<file path="src/hdl/pnom_pkg.sv">
package pnom_pkg;

    typedef enum logic [1:0] {
        OP_NOTE_ON  = 2'd0,
        OP_NOTE_OFF = 2'd1,
        OP_TICK     = 2'd2
    } op_t;

    typedef enum logic [2:0] {
        ST_IDLE,
        ST_WALK,
        ST_DRAIN,
        ST_SCALE,
        ST_OUT
    } state_t;

    typedef struct packed {
        logic note_on;
        logic note_off;
        logic start;
        logic issue;
        logic scale;
        logic load_out;
    } cmd_t;

    typedef struct packed {
        logic last_voice;
        logic pipe_empty;
        logic out_free;
    } stat_t;

    localparam int SINE_BITS = 15;
    localparam int VEL_BITS = 7;
    localparam logic [15:0] GAIN_RESET = 16'd103;

    localparam longint Q30_ONE = 64'sd1073741824;
    localparam longint HALF_PI_Q30 = 64'sd1686629713;
    localparam longint SINE_PEAK = 64'sd32767;
    localparam longint SINE_ROUND = Q30_ONE / 2;
    localparam longint unsigned INC_ROUND = 64'd600 << 20;
    localparam longint unsigned INC_DIV = 64'd1200 << 20;

    localparam longint unsigned SEMITONE_RATIO_Q30 [12] = '{
        64'd1073741824, 64'd1137589835, 64'd1205234447, 64'd1276901417,
        64'd1352829926, 64'd1433273380, 64'd1518500250, 64'd1608794974,
        64'd1704458901, 64'd1805811301, 64'd1913190429, 64'd2026954652
    };

    // round(32767 * sin(pi/2 * r / 2^qbits)), taylor series in q30
    function automatic longint quarter_sine(input longint r, input int qbits);
        longint u;
        longint th;
        longint th2;
        longint term;
        longint sum;
        longint v;
        u = r <<< (30 - qbits);
        th = (u * HALF_PI_Q30) >>> 30;
        th2 = (th * th) >>> 30;
        term = th;
        sum = th;
        term = ((term * th2) >>> 30) / 6;
        sum = sum - term;
        term = ((term * th2) >>> 30) / 20;
        sum = sum + term;
        term = ((term * th2) >>> 30) / 42;
        sum = sum - term;
        term = ((term * th2) >>> 30) / 72;
        sum = sum + term;
        term = ((term * th2) >>> 30) / 110;
        sum = sum - term;
        term = ((term * th2) >>> 30) / 156;
        sum = sum + term;
        if (sum < 0)
        begin
            sum = 0;
        end
        v = (sum * SINE_PEAK + SINE_ROUND) >>> 30;
        if (v > SINE_PEAK)
        begin
            v = SINE_PEAK;
        end
        return v;
    endfunction

    // equal-tempered increment, a4 = 440 hz at 48 khz
    function automatic longint unsigned phase_increment(input int note, input int pbits);
        int d;
        int oct;
        int c;
        int sh;
        longint unsigned v;
        d = note - 69;
        oct = (d >= 0) ? d / 12 : -((-d + 11) / 12);
        c = d - 12 * oct;
        sh = pbits + oct - 10;
        if (sh < 0)
        begin
            sh = 0;
        end
        v = (SEMITONE_RATIO_Q30[c] * 64'd11) << sh;
        v = (v + INC_ROUND) / INC_DIV;
        return v & ((64'd1 << pbits) - 64'd1);
    endfunction

endpackage

</file>
<file path="src/hdl/pnom_ctrl.sv">
module pnom_ctrl (
    input  logic              clk,
    input  logic              rst_n,
    input  logic              in_valid,
    input  logic [1:0]        operation,
    output logic              in_ready,
    input  pnom_pkg::stat_t   stat,
    output pnom_pkg::cmd_t    cmd
);

    pnom_pkg::state_t state_reg;
    pnom_pkg::state_t state_next;

    always_ff @(posedge clk or negedge rst_n)
    begin
        if (!rst_n)
        begin
            state_reg <= pnom_pkg::ST_IDLE;
        end
        else
        begin
            state_reg <= state_next;
        end
    end

    always_comb
    begin
        state_next = state_reg;
        in_ready = 1'b0;
        cmd = '0;
        case (state_reg)
            pnom_pkg::ST_IDLE:
            begin
                in_ready = 1'b1;
                if (in_valid)
                begin
                    case (operation)
                        pnom_pkg::OP_NOTE_ON:  cmd.note_on = 1'b1;
                        pnom_pkg::OP_NOTE_OFF: cmd.note_off = 1'b1;
                        pnom_pkg::OP_TICK:
                        begin
                            cmd.start = 1'b1;
                            state_next = pnom_pkg::ST_WALK;
                        end
                        default: ;
                    endcase
                end
            end
            pnom_pkg::ST_WALK:
            begin
                cmd.issue = 1'b1;
                if (stat.last_voice)
                begin
                    state_next = pnom_pkg::ST_DRAIN;
                end
            end
            pnom_pkg::ST_DRAIN:
            begin
                if (stat.pipe_empty)
                begin
                    state_next = pnom_pkg::ST_SCALE;
                end
            end
            pnom_pkg::ST_SCALE:
            begin
                cmd.scale = 1'b1;
                state_next = pnom_pkg::ST_OUT;
            end
            pnom_pkg::ST_OUT:
            begin
                if (stat.out_free)
                begin
                    cmd.load_out = 1'b1;
                    state_next = pnom_pkg::ST_IDLE;
                end
            end
            default: state_next = pnom_pkg::ST_IDLE;
        endcase
    end

endmodule

</file>
<file path="config.mk">
export PLATFORM = sky130hd
export DESIGN_NAME = pnom_ctrl
export DESIGN_NICKNAME = d
export VERILOG_FILES = /design/src/hdl/pnom_pkg.sv /design/src/hdl/pnom_ctrl.sv
export SDC_FILE = /design/constraint.sdc
export NUM_CORES = 1
export LEC_CHECK = 0
export ABC_AREA = 1
export BUFFER_PORTS_ARGS = -buffer_cell sky130_fd_sc_hd__buf_2
export CAP_MARGIN = 10
export CELL_PAD_IN_SITES_DETAIL_PLACEMENT = 0
export CELL_PAD_IN_SITES_GLOBAL_PLACEMENT = 1
export CORE_AREA = 3 3 40 42
export DETAILED_ROUTE_END_ITERATION = 10
export DIE_AREA = 0 0 43 45
export PLACE_DENSITY_LB_ADDON = 0.1
export SLEW_MARGIN = 30
export SYNTH_ARGS = -nofsm -noshare
export SYNTH_HDL_FRONTEND = slang
export SYNTH_SLANG_ARGS = --single-unit
</file>
<file path="constraint.sdc">
create_clock -name clk -period 2.05 [get_ports clk]
set_clock_uncertainty 0.2 [all_clocks]
set_input_delay 0.41 -clock clk [delete_from_list [all_inputs] [get_ports clk]]
set_output_delay 0.41 -clock clk [all_outputs]
set_load 0.005 [all_outputs]
</file>
==> reports/qor.yml <==
critical_path:
  cp_data_arrival_time_ps: 1290
  cp_max_fo: 5
  r2r_slack_ps: 730
  worstPathRequired_ps: 1440
  critPathKind: "reg -> out"
  rr_startpoint: "state_reg[2]"
  rr_endpoint: "state_reg[0]"
  critPathLaunchType: "flip-flop"
  rr_worst_depth: 6
  worstSetupEndpointType: "output pin"
pwr:
  p_int_w: 0.000248
  power-per-cell-area_nw_per_um2: 1230
  swShare: 0.438
  p_sw_w: 0.000194
  irDropWorstVdd_mv: 0.613
  p_clk_frac: 0.228
  comb_power_share: 0.511
  p_leak_nw: 0.231
  pwr-share-seq: 0.261
synth:
  synth.avg_cell_area_sq_um: 5.85
  syn_area_sq_um: 234
  ys_seq_area_frac: 0.321
  synth_nets: 48
  yosysWarnings: 0
  ys_types: 9
  synth_cells: 40
  synth-seq-cells: 3
finish:
  stdcell_area_sq_um: 359
  final_nets: 68
  drive_gt1_frac: 0.339
  antennaDiodeCount: 0
  largest_register_ffs: 3
  area_growth_pct: 53.5
clocking:
  cts_tree: "done"
  numCtsBuffers: 3
  clk_pin_slew_ps: 40
  root_buffer: "clkbuf_4"
  clk-insertion-delay-late_ps: 230
  clockBufferDepth: 2
  cts_max_level: 1
  cts.sinks: 3
worst_hold_path:
  hp-start: "stat[2]"
  hold_path_depth: 4
  worstHoldEndpoint: "state_reg[0]"
  hp-class: "in -> reg"
drt:
  dr.pass1.iters: 2
  wirelength_microns: 596
  wl_per_cell_microns: 8.05
  drcViolationCount: 0
  ant_nets: 0
  drt-initial-drc-count: 7
  viasPerCell: 3.85
  vias: 285
sta:
  fin_crit_ps: 1900
  slew_violations: 0
  setup_viol: 0
  slew_headroom: 0.849
  setup-tns-final_ps: 0
  max_freq_ghz: 0.526
  finalHoldViolCount: 0
  fin_crit_sh: 0.928
  grt_setup_unrepaired: "false"
  worstMarginPinSlew_ps: 225
run:
  max_cap_violations: 0
die:
  io_pins: 15
  fp-row-count: 13
  fp.dieArea_sq_um: 1940
  start_util: 0.182
  die_height_microns: 45
  dieWidth_microns: 43
  core_sq_um: 1280
grt:
  first_global_vias: 246
  antenna_found_initial: 0
  globalRoute.totalOverflow: 0
  grt_usage: 0.0633
  grt_max_degree: 6
  grt_first_pass_wirelength_microns: 931
status:
  run_status: "finished, final reports clean"
placed_design:
  dp_hpwl_microns: 511
  dpl-instance-area_sq_um: 323
  gp_congestion: 0.657
  io_buffers: 14
## repair_timing
item | 4_1_cts | 5_1_grt
resized for setup | 0 | 0
endpoints found under the hold margin | 3 | 0
buffers inserted | 0 | 0
hold buffers | 1 | 0
## cells by family (layout without fill, tap and decap cells)
kind of cell  count (synthesis)  after routing  synth area share
buf+inv                      11             30             0.176
flops                         3              3             0.321
simple gates                 26             26             0.503
## metrics by stage
| stage | cells | worst slack [ps] | hold WS [ps] | total power [W] | utilization |
|---|---|---|---|---|---|
| finish | 74 | 148 | 243 | 0.000442 | 0.279 |
| floorplan | 40 | 545 | -85.6 | 0.000267 | - |
| CTS | 74 | 116 | 246 | 0.000456 | 0.279 |
| global route | 74 | 22.1 | 270 | 0.000497 | 0.279 |
| global placement | 69 | 367 | 8.67 | 0.000356 | 0.251 |
| detailed placement | 69 | 365 | 8.33 | 0.000350 | 0.251 |
## layout by cell type, fill, tap and decap left out, types with 2 or more instances in the layout
| cell | instances |
|---|---|
| buf_2 | 14 |
| inv_1 | 11 |
| nand2_1 | 9 |
| nor2_1 | 6 |
| nand3_1 | 4 |
| clkbuf_4 | 3 |
| dfrtp_1 | 3 |
| nor3_1 | 2 |
| nor2_2 | 2 |
| nor4_1 | 2 |
## final cells by class
class / instances / area (sq um)
Fill cell: 150 / 926
Multi-Input combinational cell: 26 / 118
Sequential cell: 3 / 75.1
Timing Repair Buffer: 15 / 80.1
Inverter: 11 / 41.3
Clock buffer: 4 / 26.3
Tap cell: 15 / 18.8
## worst max-delay path: stages (launching register included)
cell and delay (ps):
dfrtp_1 410, nor2_2 200, nand2_2 110, nor4_1 180, buf_2 160
## layer usage
layer / share of wire / routed length [microns] / vias to the layer above / global-route usage
met4: 0 / 0 / 0 / 0
met2: 0.49 / 291 / 5 / 0.0988
met3: 0.059 / 35 / 0 / 0.0398
met1: 0.45 / 269 / 123 / 0.0797
met5: 0 / 0 / - / 0
li1: - / - / 157 / -
## worst max path at each step
stage                 startpoint  endpoint  slack [ps]  cells past startpoint
finish              state_reg[2]    cmd[4]         150                      4
global route        state_reg[2]    cmd[4]          20                      4
CTS                 state_reg[2]    cmd[4]         120                      4
detailed placement  state_reg[2]    cmd[4]         370                      4
global placement    state_reg[2]    cmd[4]         370                      4
floorplan           state_reg[2]    cmd[4]         550                      3
## power groups by stage
stage | registers (W) | logic, W | clock network, W
after CTS | 0.000116 | 0.000234 | 0.000106
final | 0.000115 | 0.000226 | 0.000101
after detailed placement | 0.000118 | 0.000233 | 0
after global placement | 0.000117 | 0.000239 | 0
after floorplan | 0.000109 | 0.000158 | 0
after global routing | 0.000121 | 0.000265 | 0.000111
## synthesized netlist by cell type
master / count / area share
inv_1: 11 / 0.18
nand2_1: 9 / 0.14
nor2_1: 6 / 0.096
nand3_1: 4 / 0.086
dfrtp_1: 3 / 0.32
nor2_2: 2 / 0.053
nor3_1: 2 / 0.043
nor4_1: 2 / 0.053
nand2_2: 1 / 0.027
Power figures use the tool's default switching activity.
